### src/rtl/csdd_pkg.sv
// Shared types, constants and code tables for the charstring decrypt decoder.
// Used by the front, queue, back and top-level modules.
package csdd_pkg;

    localparam logic [15:0] KEY_INIT = 16'd4330;
    localparam logic [15:0] KEY_MUL  = 16'd52845;
    localparam logic [15:0] KEY_ADD  = 16'd22719;

    localparam int QUEUE_DEPTH = 4;
    localparam int QUEUE_AW    = $clog2(QUEUE_DEPTH);
    localparam int QUEUE_CW    = $clog2(QUEUE_DEPTH + 1);

    localparam logic [7:0] SKIP_RESET = 8'd4;

    // Register index on the configuration port
    localparam logic [0:0] REG_SKIP_COUNT = 1'b0;

    // Token kinds
    localparam logic [2:0] KIND_NUMBER  = 3'd0;
    localparam logic [2:0] KIND_OPERATOR = 3'd1;
    localparam logic [2:0] KIND_ESCAPE  = 3'd2;
    localparam logic [2:0] KIND_UNKNOWN = 3'd3;
    localparam logic [2:0] KIND_END     = 3'd4;

    // Plain byte codes that start a multi-byte token
    localparam logic [7:0] CODE_ESCAPE = 8'd12;
    localparam logic [7:0] CODE_SHORT  = 8'd28;
    localparam logic [7:0] CODE_LONG   = 8'd255;

    typedef enum logic [2:0] {
        PH_IDLE,
        PH_POS,
        PH_NEG,
        PH_SHORT,
        PH_LONG,
        PH_ESC
    } csdd_phase_t;

    typedef struct packed {
        logic [7:0] cipher_byte;
        logic       string_start;
        logic       last_byte;
    } csdd_in_t;

    typedef struct packed {
        logic [2:0]         token_kind;
        logic signed [31:0] number_value;
        logic [7:0]         operator_code;
        logic               string_end;
    } csdd_out_t;

    // One queue entry: a plain byte to decode, or an end that fell on a dropped byte
    typedef struct packed {
        logic       empty_end;
        logic       clear;
        logic       last;
        logic [7:0] plain;
    } csdd_entry_t;

    function automatic logic single_known(input logic [7:0] b);
        return !(b == 8'd2 || b == 8'd15 || b == 8'd17);
    endfunction

    function automatic logic escape_known(input logic [7:0] c);
        logic known;
        known = !(c == 8'd19 || c == 8'd25 || c == 8'd31 || c == 8'd32);
        return (c <= 8'd37) && known;
    endfunction

endpackage

### src/rtl/csdd_front.sv
// Front end: charstring key decryption and leading-byte drop.
// Depends on csdd_pkg; feeds csdd_queue with plain bytes and end markers.
module csdd_front (
    input  logic                  clk,
    input  logic                  rst_n,
    input  logic [7:0]            skip_count,
    input  logic                  byte_valid,
    output logic                  byte_ready,
    input  csdd_pkg::csdd_in_t    byte_data,
    input  logic                  queue_full,
    output logic                  push,
    output csdd_pkg::csdd_entry_t push_entry
);
    import csdd_pkg::*;

    logic [15:0] key_reg;
    logic [15:0] key_next;
    logic [7:0]  skip_left_reg;
    logic [7:0]  skip_left_next;
    logic        clear_pend_reg;
    logic        clear_pend_next;

    logic [15:0] key_cur;
    logic [7:0]  skip_cur;
    logic [15:0] key_sum;
    logic [15:0] key_prod;
    logic        accept;
    logic        dropping;

    assign byte_ready = !queue_full;
    assign accept     = byte_valid && byte_ready;

    // A first mark restarts the key and the drop count before this byte is used
    assign key_cur  = byte_data.string_start ? KEY_INIT : key_reg;
    assign skip_cur = byte_data.string_start ? skip_count : skip_left_reg;
    assign dropping = (skip_cur != 8'd0);

    assign key_sum  = key_cur + {8'd0, byte_data.cipher_byte};
    assign key_prod = 16'(key_sum * KEY_MUL);
    assign key_next = key_prod + KEY_ADD;

    assign skip_left_next = dropping ? skip_cur - 8'd1 : skip_cur;

    assign push = accept && (!dropping || byte_data.last_byte);

    // Carry a pending decoder clear to the next entry that reaches the queue
    assign clear_pend_next = push ? 1'b0 : (clear_pend_reg || byte_data.string_start);

    always_comb
    begin
        push_entry.empty_end = dropping;
        push_entry.clear     = clear_pend_reg || byte_data.string_start;
        push_entry.last      = byte_data.last_byte;
        push_entry.plain     = byte_data.cipher_byte ^ key_cur[15:8];
    end

    always_ff @(posedge clk or negedge rst_n)
    begin
        if (!rst_n)
        begin
            key_reg        <= KEY_INIT;
            skip_left_reg  <= 8'd0;
            clear_pend_reg <= 1'b0;
        end
        else if (accept)
        begin
            key_reg        <= key_next;
            skip_left_reg  <= skip_left_next;
            clear_pend_reg <= clear_pend_next;
        end
    end

endmodule

### src/rtl/csdd_queue.sv
// Four-entry queue between the decrypting front end and the token decoder.
// Depends on csdd_pkg for the entry type and depth.
module csdd_queue (
    input  logic                  clk,
    input  logic                  rst_n,
    input  logic                  push,
    input  csdd_pkg::csdd_entry_t push_entry,
    output logic                  full,
    input  logic                  pop,
    output logic                  head_valid,
    output csdd_pkg::csdd_entry_t head_entry
);
    import csdd_pkg::*;

    csdd_entry_t         slot_reg [QUEUE_DEPTH];
    logic [QUEUE_AW-1:0] wr_ptr_reg;
    logic [QUEUE_AW-1:0] rd_ptr_reg;
    logic [QUEUE_CW-1:0] count_reg;
    logic [QUEUE_CW-1:0] count_next;

    assign full       = (count_reg == QUEUE_CW'(QUEUE_DEPTH));
    assign head_valid = (count_reg != '0);
    assign head_entry = slot_reg[rd_ptr_reg];

    always_comb
    begin
        count_next = count_reg;
        if (push && !pop)
        begin
            count_next = count_reg + 1'b1;
        end
        else if (pop && !push)
        begin
            count_next = count_reg - 1'b1;
        end
    end

    always_ff @(posedge clk)
    begin
        if (push)
        begin
            slot_reg[wr_ptr_reg] <= push_entry;
        end
    end

    always_ff @(posedge clk or negedge rst_n)
    begin
        if (!rst_n)
        begin
            wr_ptr_reg <= '0;
            rd_ptr_reg <= '0;
            count_reg  <= '0;
        end
        else
        begin
            if (push)
            begin
                wr_ptr_reg <= wr_ptr_reg + 1'b1;
            end
            if (pop)
            begin
                rd_ptr_reg <= rd_ptr_reg + 1'b1;
            end
            count_reg <= count_next;
        end
    end

    a_no_overflow: assert property (@(posedge clk) disable iff (!rst_n)
        push |-> (!full || pop))
        else $error("queue written while full");

    a_no_underflow: assert property (@(posedge clk) disable iff (!rst_n)
        pop |-> head_valid)
        else $error("queue read while empty");

endmodule

### src/rtl/csdd_back.sv
// Back end: token decoder with a registered result stage.
// Depends on csdd_pkg; takes entries from csdd_queue.
module csdd_back (
    input  logic                  clk,
    input  logic                  rst_n,
    input  logic                  head_valid,
    input  csdd_pkg::csdd_entry_t head_entry,
    output logic                  pop,
    output logic                  token_valid,
    input  logic                  token_ready,
    output csdd_pkg::csdd_out_t   token_data
);
    import csdd_pkg::*;

    csdd_phase_t phase_reg;
    csdd_phase_t phase_next;
    logic [7:0]  prefix_reg;
    logic [7:0]  prefix_next;
    logic [31:0] acc_reg;
    logic [31:0] acc_next;
    logic [2:0]  pend_reg;
    logic [2:0]  pend_next;
    logic        out_valid_reg;
    logic        out_valid_next;
    csdd_out_t   out_data_reg;

    // State after an optional clear carried by the entry
    csdd_phase_t phase_c;
    logic [7:0]  prefix_c;
    logic [31:0] acc_c;
    logic [2:0]  pend_c;

    logic [7:0]  b;
    logic [31:0] acc_shift;
    logic [2:0]  pend_dec;
    logic [31:0] pos_mag;
    logic [31:0] neg_mag;

    logic        dec_have;
    logic        res_have;
    csdd_out_t   res;

    assign pop = head_valid && (!out_valid_reg || token_ready);

    assign phase_c  = head_entry.clear ? PH_IDLE : phase_reg;
    assign prefix_c = head_entry.clear ? 8'd0 : prefix_reg;
    assign acc_c    = head_entry.clear ? 32'd0 : acc_reg;
    assign pend_c   = head_entry.clear ? 3'd0 : pend_reg;

    assign b         = head_entry.plain;
    assign acc_shift = {acc_c[23:0], b};
    assign pend_dec  = pend_c - 3'd1;
    assign pos_mag   = {22'd0, 2'(prefix_c - 8'd247), 8'd0} + 32'd108 + {24'd0, b};
    assign neg_mag   = {22'd0, 2'(prefix_c - 8'd251), 8'd0} + 32'd108 + {24'd0, b};

    // Result of this entry
    always_comb
    begin
        dec_have          = 1'b0;
        res.token_kind    = KIND_NUMBER;
        res.number_value  = 32'sd0;
        res.operator_code = 8'd0;
        res.string_end    = head_entry.last;
        if (!head_entry.empty_end)
        begin
            unique case (phase_c)
                PH_POS:
                begin
                    dec_have         = 1'b1;
                    res.number_value = signed'(pos_mag);
                end
                PH_NEG:
                begin
                    dec_have         = 1'b1;
                    res.number_value = signed'(32'd0 - neg_mag);
                end
                PH_SHORT:
                begin
                    if (pend_dec == 3'd0)
                    begin
                        dec_have         = 1'b1;
                        res.number_value = signed'({{16{acc_shift[15]}}, acc_shift[15:0]});
                    end
                end
                PH_LONG:
                begin
                    if (pend_dec == 3'd0)
                    begin
                        dec_have         = 1'b1;
                        res.number_value = signed'(acc_shift);
                    end
                end
                PH_ESC:
                begin
                    dec_have          = 1'b1;
                    res.token_kind    = escape_known(b) ? KIND_ESCAPE : KIND_UNKNOWN;
                    res.operator_code = b;
                end
                default:
                begin
                    if (b >= 8'd32 && b <= 8'd246)
                    begin
                        dec_have         = 1'b1;
                        res.number_value = signed'({24'd0, b} - 32'd139);
                    end
                    else if (b < 8'd32 && b != CODE_ESCAPE && b != CODE_SHORT)
                    begin
                        dec_have          = 1'b1;
                        res.token_kind    = single_known(b) ? KIND_OPERATOR : KIND_UNKNOWN;
                        res.operator_code = b;
                    end
                end
            endcase
        end
        // End on a dropped byte, or inside an unfinished token
        if (!dec_have && (head_entry.empty_end || head_entry.last))
        begin
            res.token_kind    = KIND_END;
            res.number_value  = 32'sd0;
            res.operator_code = 8'd0;
            res.string_end    = 1'b1;
        end
    end

    assign res_have = dec_have || head_entry.empty_end || head_entry.last;

    // Decoder state
    always_comb
    begin
        phase_next  = phase_c;
        prefix_next = prefix_c;
        acc_next    = acc_c;
        pend_next   = pend_c;
        if (!head_entry.empty_end)
        begin
            unique case (phase_c)
                PH_POS, PH_NEG, PH_ESC:
                begin
                    phase_next = PH_IDLE;
                end
                PH_SHORT, PH_LONG:
                begin
                    acc_next  = acc_shift;
                    pend_next = pend_dec;
                    if (pend_dec == 3'd0)
                    begin
                        phase_next = PH_IDLE;
                    end
                end
                default:
                begin
                    phase_next = PH_IDLE;
                    if (b >= 8'd247 && b <= 8'd250)
                    begin
                        prefix_next = b;
                        phase_next  = PH_POS;
                    end
                    else if (b >= 8'd251 && b <= 8'd254)
                    begin
                        prefix_next = b;
                        phase_next  = PH_NEG;
                    end
                    else if (b == CODE_LONG)
                    begin
                        acc_next   = 32'd0;
                        pend_next  = 3'd4;
                        phase_next = PH_LONG;
                    end
                    else if (b == CODE_SHORT)
                    begin
                        acc_next   = 32'd0;
                        pend_next  = 3'd2;
                        phase_next = PH_SHORT;
                    end
                    else if (b == CODE_ESCAPE)
                    begin
                        phase_next = PH_ESC;
                    end
                end
            endcase
            // Drop a partial token at the end of the string
            if (!dec_have && head_entry.last)
            begin
                phase_next = PH_IDLE;
                pend_next  = 3'd0;
                acc_next   = 32'd0;
            end
        end
    end

    always_comb
    begin
        out_valid_next = out_valid_reg;
        if (!out_valid_reg || token_ready)
        begin
            out_valid_next = pop && res_have;
        end
    end

    always_ff @(posedge clk or negedge rst_n)
    begin
        if (!rst_n)
        begin
            phase_reg     <= PH_IDLE;
            prefix_reg    <= 8'd0;
            acc_reg       <= 32'd0;
            pend_reg      <= 3'd0;
            out_valid_reg <= 1'b0;
        end
        else
        begin
            if (pop)
            begin
                phase_reg  <= phase_next;
                prefix_reg <= prefix_next;
                acc_reg    <= acc_next;
                pend_reg   <= pend_next;
            end
            out_valid_reg <= out_valid_next;
        end
    end

    always_ff @(posedge clk)
    begin
        if (pop && res_have)
        begin
            out_data_reg <= res;
        end
    end

    assign token_valid = out_valid_reg;
    assign token_data  = out_data_reg;

    a_end_kind_closes: assert property (@(posedge clk) disable iff (!rst_n)
        (token_valid && token_data.token_kind == KIND_END) |->
        (token_data.string_end && token_data.number_value == 32'sd0
         && token_data.operator_code == 8'd0))
        else $error("end result not closing or carries payload");

    a_value_only_numbers: assert property (@(posedge clk) disable iff (!rst_n)
        (token_valid && token_data.token_kind != KIND_NUMBER) |->
        (token_data.number_value == 32'sd0))
        else $error("number value set on a non-number result");

    a_multi_byte_pending: assert property (@(posedge clk) disable iff (!rst_n)
        (phase_reg == PH_SHORT || phase_reg == PH_LONG) |-> (pend_reg != 3'd0))
        else $error("multi-byte number with nothing pending");

endmodule

### src/rtl/charstring_decrypt_decoder.sv
// A result goes through the queue and then the result register after the byte that completes its token is taken.
// Throughput: one byte per cycle while the queue is not full; the key update loop (16x16 multiply and add) sets it.
// A four-entry queue parts decryption from decoding; the result stage is a register.
// Reset: key 4330, skip_count 4, no bytes to drop, decoder waits for a token start.
// Top level: APB register, front end, queue and token decoder.
// Depends on csdd_pkg, csdd_front, csdd_queue and csdd_back.
module charstring_decrypt_decoder (
    input  logic                clk,
    input  logic                rst_n,
    input  logic                byte_valid,
    output logic                byte_ready,
    input  csdd_pkg::csdd_in_t  byte_data,
    output logic                token_valid,
    input  logic                token_ready,
    output csdd_pkg::csdd_out_t token_data,
    input  logic                psel,
    input  logic                penable,
    input  logic                pwrite,
    input  logic [2:0]          paddr,
    input  logic [31:0]         pwdata,
    output logic [31:0]         prdata,
    output logic                pready
);
    import csdd_pkg::*;

    logic [7:0]  skip_count_reg;
    logic        cfg_write;
    logic        push;
    logic        pop;
    logic        queue_full;
    logic        head_valid;
    csdd_entry_t push_entry;
    csdd_entry_t head_entry;

    assign pready    = 1'b1;
    assign cfg_write = psel && penable && pwrite && pready && (paddr[2] == REG_SKIP_COUNT);
    assign prdata    = (paddr[2] == REG_SKIP_COUNT) ? {24'd0, skip_count_reg} : 32'd0;

    always_ff @(posedge clk or negedge rst_n)
    begin
        if (!rst_n)
        begin
            skip_count_reg <= SKIP_RESET;
        end
        else if (cfg_write)
        begin
            skip_count_reg <= pwdata[7:0];
        end
    end

    csdd_front u_front (
        .clk        (clk),
        .rst_n      (rst_n),
        .skip_count (skip_count_reg),
        .byte_valid (byte_valid),
        .byte_ready (byte_ready),
        .byte_data  (byte_data),
        .queue_full (queue_full),
        .push       (push),
        .push_entry (push_entry)
    );

    csdd_queue u_queue (
        .clk        (clk),
        .rst_n      (rst_n),
        .push       (push),
        .push_entry (push_entry),
        .full       (queue_full),
        .pop        (pop),
        .head_valid (head_valid),
        .head_entry (head_entry)
    );

    csdd_back u_back (
        .clk         (clk),
        .rst_n       (rst_n),
        .head_valid  (head_valid),
        .head_entry  (head_entry),
        .pop         (pop),
        .token_valid (token_valid),
        .token_ready (token_ready),
        .token_data  (token_data)
    );

endmodule

### config.mk
export PLATFORM = sky130hd
export DESIGN_NAME = charstring_decrypt_decoder
export DESIGN_NICKNAME = d
export VERILOG_FILES = /design/src/rtl/csdd_pkg.sv /design/src/rtl/csdd_front.sv /design/src/rtl/csdd_queue.sv /design/src/rtl/csdd_back.sv /design/src/rtl/charstring_decrypt_decoder.sv
export SDC_FILE = /design/constraint.sdc
export NUM_CORES = 1
export LEC_CHECK = 0
export ABC_AREA = 1
export BUFFER_PORTS_ARGS = -buffer_cell sky130_fd_sc_hd__buf_2
export CORE_MARGIN = 2
export CORE_UTILIZATION = 35
export CTS_CLUSTER_SIZE = 8
export DETAILED_ROUTE_END_ITERATION = 10
export SLEW_MARGIN = 10
export SYNTH_ARGS = -nofsm -noshare
export SYNTH_HDL_FRONTEND = slang
export SYNTH_SLANG_ARGS = --single-unit
### constraint.sdc
create_clock -name clk -period 7 [get_ports clk]
set_input_delay 1.4 -clock clk [delete_from_list [all_inputs] [get_ports clk]]
set_output_delay 1.4 -clock clk [all_outputs]
set_load 0.05 [all_outputs]
; Word level (Yosys, flattened, before mapping)
; Memory sizes are Yosys's and may differ from the RTL's.
; Cells that the tools add are included.
[word_totals]
regBits = 131
mem_bits_rw = 44
output_inout_bits = 79
memories = 1
[mem_list]
columns = name, words, width, rd, rd_clocked_by_memory_dff, write_ports, line
row1 = u_queue.slot_reg, 4, 11, 1, 0, 1, csdd_queue.sv:15  ; csdd_entry_t slot_reg [QUEUE_DEPTH];
[op_classes]
add_sub_neg = 16
n_mul = 1
n_lt_le_gt_ge = 8
eq_ne = 18
n_mux = 58
bitwise = 2
n_reduce_logical = 44
[op_table]
columns = operator, count
row1 = $mux 32, 10
row2 = $pmux 32 s5, 1
row3 = $mux 8, 10
row4 = $add 32x8->32, 2
row5 = $pmux 32 s2, 1
row6 = $mux 3, 20
row7 = $mux 43, 1
row8 = $eq 8x5->1 const B, 5
row9 = $sub 1x32->32 const A, 1
row10 = $le 8x8->1 const B, 3
row11 = $add 10x7->11 const B, 2
row12 = $pmux 3 s2, 3
row13 = $logic_and 1x1->1, 17
row14 = $add 16x15->16 const B, 1
row15 = $add 16x8->16, 1
row16 = $eq 8x4->1 const B, 2
row17 = $ge 8x8->1 const B, 2
row18 = $mul 16x15->16 const B, 1
row19 = $mux 16, 1
row20 = $pmux 8 s2, 1
row21 = $logic_or 1x1->1, 11
row22 = $eq 3x3->1 const B, 3
row23 = $sub 8x8->9 const B, 1
row24 = $eq 8x2->1 const B, 1
row25 = other kinds (28), 46

; Logic depth before layout (Yosys ltp)
; Gate-level depths: netlist (run 1).
; An unclocked memory read counts as a cell.
[logic_depth]
depth_word = 12
depth_mapped = 36
ltp_nobuf = 34

; Cells and area by module
; Synthesis (run 1) repeated with hierarchy kept, for this count alone.
[unflattened]
hier_cells = 1638
hier_area_um2 = 13080.0
[by_module_without_submodules]
columns = module, n_inst, cells_per_inst, area_each_um2, seq_area_each_um2
row1 = csdd_back, 1, 763, 5584.1, 2147.1
row2 = csdd_front, 1, 617, 4700.8, 633.1
row3 = csdd_queue, 1, 177, 2184.6, 1496.4
row4 = charstring_decrypt_decoder, 1, 81, 610.6, 201.4

; Worst setup path before layout (run 1)
; Ideal clock, no wire load.
[synth_timing]
path_kind = in2reg
start = in byte_data[1] (netlist name)
end = reg u_front.key_reg[15]
arrival_ns = 7.355
required_ns = 6.882
path_slack_ns = -0.473
cell_stages = 31
path_cell_list = buf_2 -> buf_2 -> clkbuf_1 -> nor2_1 -> ha_1 -> or2_2 -> nand3_1 -> nand2_1 -> a31o_2 -> xor2_1 -> ha_1 -> inv_1 -> fa_1 -> inv_1 -> fa_1 -> fa_1 -> inv_1 -> fa_1 -> fa_1 -> inv_1 -> ha_1 -> nand2_1 -> nor2_1 -> a211oi_1 -> nand3_1 -> nand2_1 -> a21oi_1 -> nor2_1 -> nand3_1 -> nand3_1 -> nand2_1
[synth_via]
elab_chain_len = 4
[synth_rtl]
columns = item, line
row1 = "start, declared", charstring_decrypt_decoder.sv:12  ; input csdd_pkg::csdd_in_t byte_data,
row2 = $mux 16, csdd_front.sv:34  ; assign key_cur = byte_data.string_start ? KEY_INIT : key_reg;
row3 = $add 16x8->16, csdd_front.sv:38  ; assign key_sum = key_cur + {8'd0, byte_data.cipher_byte};
row4 = $mul 16x15->16, csdd_front.sv:39  ; assign key_prod = 16'(key_sum * KEY_MUL);
row5 = $add 16x15->16, csdd_front.sv:40  ; assign key_next = key_prod + KEY_ADD;
row6 = "end signal, assigned", csdd_front.sv:67  ; key_reg <= key_next;
row7 = "end, declared", csdd_front.sv:16  ; logic [15:0] key_reg;
; No other way between the ends.
; A chain may end at the register's enable or synchronous reset.

; Final worst setup path (run 1)
[layout_timing]
start = in byte_data[1] (netlist name)
end = reg u_front.key_reg[12]
; The elaborated chain is that of the path after synthesis.

==> results.cfg, run 1 <==
[yosys]
synth_edf_count = 88
ys_seq_area_frac = 0.356
synthDistinctLibCells = 57
ys_ff_latch = 161
async_flop_share = 0.453
netlist_area_um2 = 12600
yosys_warnings = 0
syn_inst = 1535
avgSynthCellArea_um2 = 8.19
ys.flop_type = edfxtp_1

[timing]
drv_slew = 0
hold_viol_final = 0
finalSetupTns_ns = 0
period_share = 0.970
worst_pin_slew_ns = 1.09
fin_crit_ns = 6.79
fmax_mhz = 147
skew_ns = 0.0168
setup_violations = 0
relSlewSlack = 0.268

[cells_and_area]
final_common_cell = nand2_1
drive_above_1_share = 0.179
n_antenna_cell = 0
syn2layout_area_growth_pct = 16.0
most-common-layout-cells = nand2_1, inv_1, nor2_1
final_cells = 2125
fin_nets = 1851

[global_routing]
grt_pass1_vias = 10000
grt_pass1_wl_mm = 51.6
grt_max_degree = 65
grt_use_total = 0.169
gr-total-overflow = 0
antenna_found_initial = 0

[cts]
clkTransAtPathRegs_ns = 0.07
clkSinkCount = 161
cts_tree = done
clock_path_buffers = 2
h-tree-depth = 4
post_cts_buffers = 0
cts_buffers = 17
cts.repair.resized = 0
clk-insertion-delay-late_ns = 0.44
clockRootBuffer = clkbuf_16
hold_buffers = 0

[detailed_routing]
drc = 0
drtAntennaViolNets = 0
wl_per_cell_um = 14.7
vias_per_cell = 4.88
first_pass_iters = 5
wirelength_mm = 31.2
drtIter0Drc = 675
vias = 10400

[setup_path]
critPathLaunchType = input pin
arrival_ns = 7.13
cp-end-kind = flip-flop
crit_required_ns = 7.34
cp_max_fo = 10
crit_type = input pin to flip-flop

[floorplan]
dieArea_um2 = 37400
pin_count = 131
fp.dieH_um = 193
start_util = 0.354
core_area_um2 = 35500
die_x_um = 193
rows = 69

[placed_design]
io_buffers = 79
placed_cells = 2093
dp_hpwl_mm = 23.5
routabilityCongestion = 0.881

[hold_path]
min_path_type = flip-flop to flip-flop

[run_status]
status = complete, no violations

[run]
maxCapViolations = 0
[critical path, stage by stage]
cell       delay (ns)
clkbuf_4         0.18
or2_2            0.34
ha_4             0.29
nand2_1          0.10
nor2_2           0.13
nand2_1          0.07
nand2_2          0.13
nand3_4          0.11
xor2_4           0.19
ha_1             0.31
inv_2            0.05
fa_1             0.47
inv_1            0.04
ha_1             0.22
fa_1             0.54
inv_1            0.05
fa_1             0.47
inv_1            0.05
fa_1             0.50
ha_1             0.37
nand2_1          0.15
nor2_2           0.05
nand3_1          0.11
o2111ai_2        0.15
buf_4            0.18
or2_2            0.27
nand3_1          0.08
o21ai_0          0.10
[routing by layer]
layer / GRT usage / routed length (µm) / vias to the layer above
li1: - / - / 5196
met1: 0.222 / 14300 / 4846
met2: 0.285 / 14800 / 276
met3: 0.0249 / 1310 / 48
met4: 0.0554 / 767 / 0
met5: 0 / 0 / -
[worst paths after layout]
kind	from	to	slack (ns)	depth (start not counted)
min	u_front.key_reg[0]	u_front.key_reg[0]	0.49	2
max	byte_data[1]	u_front.key_reg[12]	0.21	28
min in group asynchronous	rst_n	u_back.acc_reg[16]	0.79	1
min reg2reg	u_front.key_reg[0]	u_front.key_reg[0]	0.49	2
max reg2reg	u_front.key_reg[6]	u_front.key_reg[12]	1.03	27
max in group asynchronous	rst_n	u_front.key_reg[13]	5.13	2
[kinds of logic (layout without fill, tap and decap cells)]
family,Yosys count,after routing,share of synthesized area
compound gates,259,259,0.119
xor+xnor,50,50,0.0354
fa+ha+maj,148,148,0.175
buf+inv,302,408,0.105
flops,161,161,0.356
other cells,2,25,0.000598
simple gates,613,613,0.208
[cell usage after synthesis (2+ instances only)]
| cell type | count | area [µm²] |
|---|---|---|
| a21oi_1 | 79 | 395 |
| a21oi_2 | 5 | 43.8 |
| a22o_1 | 2 | 17.5 |
| a31o_2 | 9 | 78.8 |
| a31oi_1 | 24 | 150 |
| a41oi_1 | 2 | 17.5 |
| buf_2 | 14 | 70.1 |
| buf_4 | 29 | 218 |
| buf_6 | 8 | 90.1 |
| clkbuf_1 | 21 | 78.8 |
| conb_1 | 2 | 7.51 |
| dfrtp_1 | 66 | 1650 |
| dfstp_2 | 7 | 184 |
| edfxtp_1 | 88 | 2640 |
| fa_1 | 46 | 921 |
| ha_1 | 102 | 1280 |
| inv_1 | 212 | 796 |
| inv_2 | 14 | 52.6 |
| inv_4 | 2 | 12.5 |
| nand2_1 | 288 | 1080 |
| nand2_2 | 12 | 75.1 |
| nand2_4 | 3 | 33.8 |
| nand3_1 | 71 | 355 |
| nand3_2 | 7 | 70.1 |
| nand4_1 | 14 | 87.6 |
| nor2_1 | 189 | 709 |
| nor2_2 | 8 | 50.1 |
| nor2_4 | 3 | 33.8 |
| nor3_1 | 3 | 15.0 |
| nor3b_1 | 2 | 15.0 |
| o211ai_1 | 5 | 37.5 |
| o21ai_0 | 84 | 420 |
| o21ai_1 | 6 | 30.0 |
| o221ai_1 | 3 | 26.3 |
| o22ai_1 | 27 | 169 |
| o31ai_1 | 2 | 15.0 |
| or2_2 | 9 | 56.3 |
| xnor2_1 | 16 | 140 |
| xor2_1 | 33 | 289 |
[through the flow]
step | hold WS, ns | worst slack, ns | util | cell area (µm²)
2_1_floorplan | 0.444 | 0.00255 | - | 12900
3_3_place_gp | 0.461 | -0.252 | 0.390 | 13900
3_5_place_dp | 0.469 | -0.331 | 0.390 | 13900
4_1_cts | 0.491 | 0.115 | 0.408 | 14500
5_1_grt | 0.517 | -0.0949 | 0.411 | 14600
6_report | 0.486 | 0.211 | 0.411 | 14600
[final cells by class]
class	instances	area (µm²)
Sequential cell	161	4480
Clock buffer	18	429
Tap cell	461	577
Multi-Input combinational cell	1095	7130
Fill cell	3541	20900
Inverter	229	865
Timing Repair Buffer	147	911
Clock inverter	14	196
Power of run 1 is not shown: default switching activity piles up to over one toggle a cycle in this logic, so the estimate is an artifact.
==> run 2, diff against run 1 <==
--- a/config.mk
+++ b/config.mk
@@ -5,12 +5,12 @@
 export SDC_FILE = /design/constraint.sdc
 export NUM_CORES = 1
 export LEC_CHECK = 0
-export ABC_AREA = 1
 export BUFFER_PORTS_ARGS = -buffer_cell sky130_fd_sc_hd__buf_2
 export CORE_MARGIN = 2
 export CORE_UTILIZATION = 35
 export CTS_CLUSTER_SIZE = 8
 export DETAILED_ROUTE_END_ITERATION = 10
+export SKIP_LAST_GASP = 1
 export SLEW_MARGIN = 10
 export SYNTH_ARGS = -nofsm -noshare
 export SYNTH_HDL_FRONTEND = slang
==> constraint.sdc (replaced) <==
create_clock -name clk -period 8.7 [get_ports clk]
set_input_delay 1.74 -clock clk [delete_from_list [all_inputs] [get_ports clk]]
set_output_delay 1.74 -clock clk [all_outputs]
set_load 0.05 [all_outputs]
==> run 2 against run 1 <==
Synthesized cell count decreased by 28%. Die area is 8.7% lower. First-iteration DRC count is 15% lower. Highest routed layer unchanged.
==> results.cfg, run 2 <==
[setup_path]
startpoint = byte_data[1]
arrival_ns = 8.68
cpMostUsedCell = fa_1
crit_type = input pin to flip-flop
cp_max_fo = 5
cp-end-kind = flip-flop
path_buf_inv = 5
critPathLaunchType = input pin
cpPeakStageDelay_ns = 0.58
r2r-start = u_front.key_reg[1]
crit_required_ns = 9.06
crit_slowest_cell = fa_1
cpLargestDelayFamily = adder cells

[hold_path]
min_path_type = flip-flop to flip-flop
worstHoldStart = u_front.key_reg[0]

[cts]
cts_buffers = 17
post_cts_buffers = 0
h-tree-depth = 4
clkSinkCount = 161
clock_path_buffers = 2
cts_tree = done
clkTransAtPathRegs_ns = 0.07
clockRootBuffer = clkbuf_16
clk-insertion-delay-late_ns = 0.43

[timing]
worst_pin_slew_ns = 1.02
fin_ws_ns = 0.378
fin_crit_ns = 8.32
fmax_mhz = 120
setup_violations = 0
skew_ns = 0.0122
rsz0062_at_grt = false
relSlewSlack = 0.321
period_share = 0.957
hold_viol_final = 0
finalSetupTns_ns = 0
drv_slew = 0

[placed_design]
dpl_cell_area_um2 = 12400
io_buffers = 79
pre_cts_slack_ns = -0.0804
dp_hpwl_mm = 19.3
routabilityCongestion = 0.886
placed_cells = 1616

[global_routing]
grt_use_total = 0.156
grt_max_degree = 74
gr-total-overflow = 0
antenna_found_initial = 0
grt_pass1_wl_mm = 41.9
grt_pass1_vias = 8135

[yosys]
synthDistinctLibCells = 73
netlist_area_um2 = 11400
ys_ff_latch = 161
yosys_warnings = 0
synth_top_area_share = 0.231
synth_most_common_cell = inv_1
synth_commonest_cells = inv_1, nand2_1, ha_1
yosys-top-cells-area = edfxtp_1, dfrtp_1, ha_1, fa_1, inv_1
async_flop_share = 0.453
yosysTopAreaCell = edfxtp_1
synth_edf_count = 88
ys.flop_type = edfxtp_1
syn_inst = 1105
ys_seq_area_frac = 0.391
avgSynthCellArea_um2 = 10.4

[cells_and_area]
most-common-layout-cells = inv_1, nand2_1, ha_1
final_cells = 1648
drive_above_1_share = 0.168
n_antenna_cell = 0
syn2layout_area_growth_pct = 13.3
final_common_cell = inv_1
fin_nets = 1393
fin_area_um2 = 13000

[detailed_routing]
wirelength_mm = 25.6
wl_per_cell_um = 15.5
drtIter0Drc = 573
first_pass_iters = 5
drc = 0
vias = 8082
vias_per_cell = 4.90
drtAntennaViolNets = 0

[run_status]
status = complete, no violations

[floorplan]
pin_count = 131
rows = 66
die_x_um = 185
dieArea_um2 = 34200
start_util = 0.354
fp.dieH_um = 185
core_area_um2 = 32400

[run]
maxCapViolations = 0
==> run 2: metal layers <==
layer / routed length, µm / track usage
met3: 859 / 0.0287
met5: 0 / 0
met2: 12400 / 0.264
met4: 292 / 0.0343
met1: 12100 / 0.207
==> run 2: per-stage QoR <==
stage                util  hold slack [ns]
floorplan               -            0.442
global placement    0.382            0.457
detailed placement  0.382            0.463
CTS                 0.400            0.479
global route        0.401            0.490
finish              0.401            0.476
==> run 2: layout make-up <==
type / count / area [µm²]
multi-input combinational: 787 / 6270
fill: 3218 / 19400
clock buffer: 20 / 467
inverter: 115 / 432
sequential: 161 / 4480
clock inverter: 12 / 120
timing repair buffer: 111 / 642
tap: 442 / 553
==> run 2: final timing paths <==
check / slack [ns] / cells past startpoint / end
hold / removal: 0.48 / 2 / u_front.key_reg[0]
setup / recovery: 0.38 / 30 / u_front.key_reg[15]
hold reg to reg: 0.48 / 2 / u_front.key_reg[0]
max in group asynchronous: 6.54 / 1 / u_front.key_reg[15]
setup reg to reg: 1.48 / 29 / u_front.key_reg[15]
min in group asynchronous: 1.48 / 1 / u_back.prefix_reg[1]
==> run 2: kinds of logic after synthesis <==
group,count (synthesis),synth area share
flip-flops,161,0.391
AND/OR/NAND/NOR,277,0.116
other,2,0.000656
buffers and inverters,180,0.0712
adder cells (fa/ha/maj),148,0.192
XOR/XNOR,66,0.0530
AO/OA/AOI/OAI,240,0.137
multiplexers,31,0.0397
==> run 2: worst register-to-register path, delay by kind of cell, from the launching register on <==
| family | cells | cell delay (ns) |
|---|---|---|
| buffers and inverters | 4 | 0.24 |
| and+or+nand+nor | 6 | 1.10 |
| DFF | 1 | 0.37 |
| adders and majority gates | 8 | 3.38 |
| AOI/OAI and AO/OA | 9 | 1.52 |
| xor gates and xnor gates | 2 | 0.54 |
==> run 2: what timing repair did <==
action	4_1_cts	5_1_grt
hold buffers	0	0
endpoints found under the setup margin	0	1
resized for setup	0	3
Power of run 2 is left out for the same reason.
==> run 3, diff against run 2 <==
--- a/config.mk
+++ b/config.mk
@@ -10,6 +10,7 @@
 export CORE_UTILIZATION = 35
 export CTS_CLUSTER_SIZE = 8
 export DETAILED_ROUTE_END_ITERATION = 10
+export REMOVE_ABC_BUFFERS = 1
 export SKIP_LAST_GASP = 1
 export SLEW_MARGIN = 10
 export SYNTH_ARGS = -nofsm -noshare
==> constraint.sdc (replaced) <==
create_clock -name clk -period 10.65 [get_ports clk]
set_input_delay 2.13 -clock clk [delete_from_list [all_inputs] [get_ports clk]]
set_output_delay 2.13 -clock clk [all_outputs]
set_load 0.05 [all_outputs]
==> run 3 against run 2 <==
Critical path depth shrank 1. Final area decreased by 1.4%. Non-clock buffer count down 21. Sequential share of layout area is 0.51 points higher. Wire length shrank 3.2%. First-iteration DRC count decreased by 8.4%. Final cell count shrank 1.3%. Global-route usage fell by 0.39 points. Clock skew about the same. Worst hold slack better by 0.011 ns. Via count grew 0.38%. Critical endpoint unchanged. Largest cell class unchanged.
==> results.cfg, run 3 (same netlist as run 2, synthesis figures left out) <==
[cells_and_area]
final_cells = 1627
syn2layout_area_growth_pct = 11.6
fin_nets = 1372
multi_input_area_um2 = 6250
most-common-layout-cells = inv_1, nand2_1, ha_1
drive_above_1_share = 0.149
final_common_cell = inv_1
fillers = 3243
seq_area_um2 = 4480
n_antenna_cell = 0

[timing]
drv_slew = 0
relSlewSlack = 0.222
rsz0062_at_grt = false
hold_viol_final = 0
setup_violations = 0
period_share = 0.886
worst_pin_slew_ns = 1.16
fmax_mhz = 106
skew_ns = 0.0125
finalSetupTns_ns = 0
fin_crit_ns = 9.43

[cts]
h-tree-depth = 4
clkSinkCount = 161
post_cts_buffers = 0
cts_tree = done
clkTransAtPathRegs_ns = 0.07
clockRootBuffer = clkbuf_16
cts_buffers = 17
clock_path_buffers = 2
cts.repair.resized = 0
hold_buffers = 0
clk-insertion-delay-late_ns = 0.44

[detailed_routing]
drc = 0
vias = 8113
wl_per_cell_um = 15.2
drtIter0Drc = 525
first_pass_iters = 5
wirelength_mm = 24.8
drtAntennaViolNets = 0
vias_per_cell = 4.99

[setup_path]
crit_type = input pin to flip-flop
crit_slowest_cell = fa_1
cpPeakStageDelay_ns = 0.54
cp_max_fo = 24
cp-end-kind = flip-flop
cpMostUsedCell = fa_1
arrival_ns = 9.79
critPathLaunchType = input pin
crit_required_ns = 11.01

[floorplan]
dieArea_um2 = 34200
die_x_um = 185
pin_count = 131
fp.dieH_um = 185
start_util = 0.354
core_area_um2 = 32400
rows = 66

[global_routing]
gr-total-overflow = 0
antenna_found_initial = 0
use_met3 = 0.0275
grt_max_degree = 56
grt_use_total = 0.152
met2_usage = 0.251
grt_pass1_vias = 7844
top_usage_layer = met2
grt_pass1_wl_mm = 40.8
grt_util_met1 = 0.205

[run_status]
status = complete, no violations

[hold_path]
min_path_type = flip-flop to flip-flop

[placed_design]
io_buffers = 79
dp_hpwl_mm = 18.5
routabilityCongestion = 0.852
placed_cells = 1595

[run]
maxCapViolations = 0
[run 3: stage by stage]
step	utilization	cell area, µm²	hold WS [ns]	setup WS, ns
after floorplan	-	11100	0.442	1.79
after detailed placement	0.377	12200	0.469	0.765
after CTS	0.395	12800	0.486	1.18
final	0.395	12800	0.487	1.22
after global routing	0.395	12800	0.503	0.629
after global placement	0.377	12200	0.462	0.859
[run 3: metal layers]
layer,wire (µm),part of all wire,vias to the layer above
li1,-,-,3950
met1,11600,0.47,3953
met2,11900,0.48,187
met3,1010,0.041,23
met4,288,0.012,0
met5,0,0,-
[run 3: final cells by class]
type,instances,share of cell area
multi-input combinational,787,0.489
sequential,161,0.350
tap,442,0.0433
timing repair buffer,90,0.0376
clock buffer,18,0.0344
inverter,115,0.0338
clock inverter,14,0.0117
[run 3: worst max-delay path, delay by kind of cell]
| kind | cells | cell delay (ns) |
|---|---|---|
| xor+xnor | 1 | 0.43 |
| simple gates | 4 | 0.69 |
| buf+inv | 5 | 0.59 |
| compound gates | 10 | 2.28 |
| fa+ha+maj | 9 | 3.65 |
[run 3: final timing paths]
kind	from	end	slack, ns	cells past startpoint
min reg2reg	u_front.key_reg[5]	u_front.key_reg[5]	0.49	2
max in group asynchronous	rst_n	u_back.acc_reg[2]	8.06	2
max reg2reg	u_front.key_reg[0]	u_front.key_reg[15]	2.85	28
max	byte_data[1]	u_front.key_reg[15]	1.22	29
min	u_front.key_reg[5]	u_front.key_reg[5]	0.49	2
min in group asynchronous	rst_n	u_front.key_reg[4]	1.55	1
Power of run 3 is left out for the same reason.
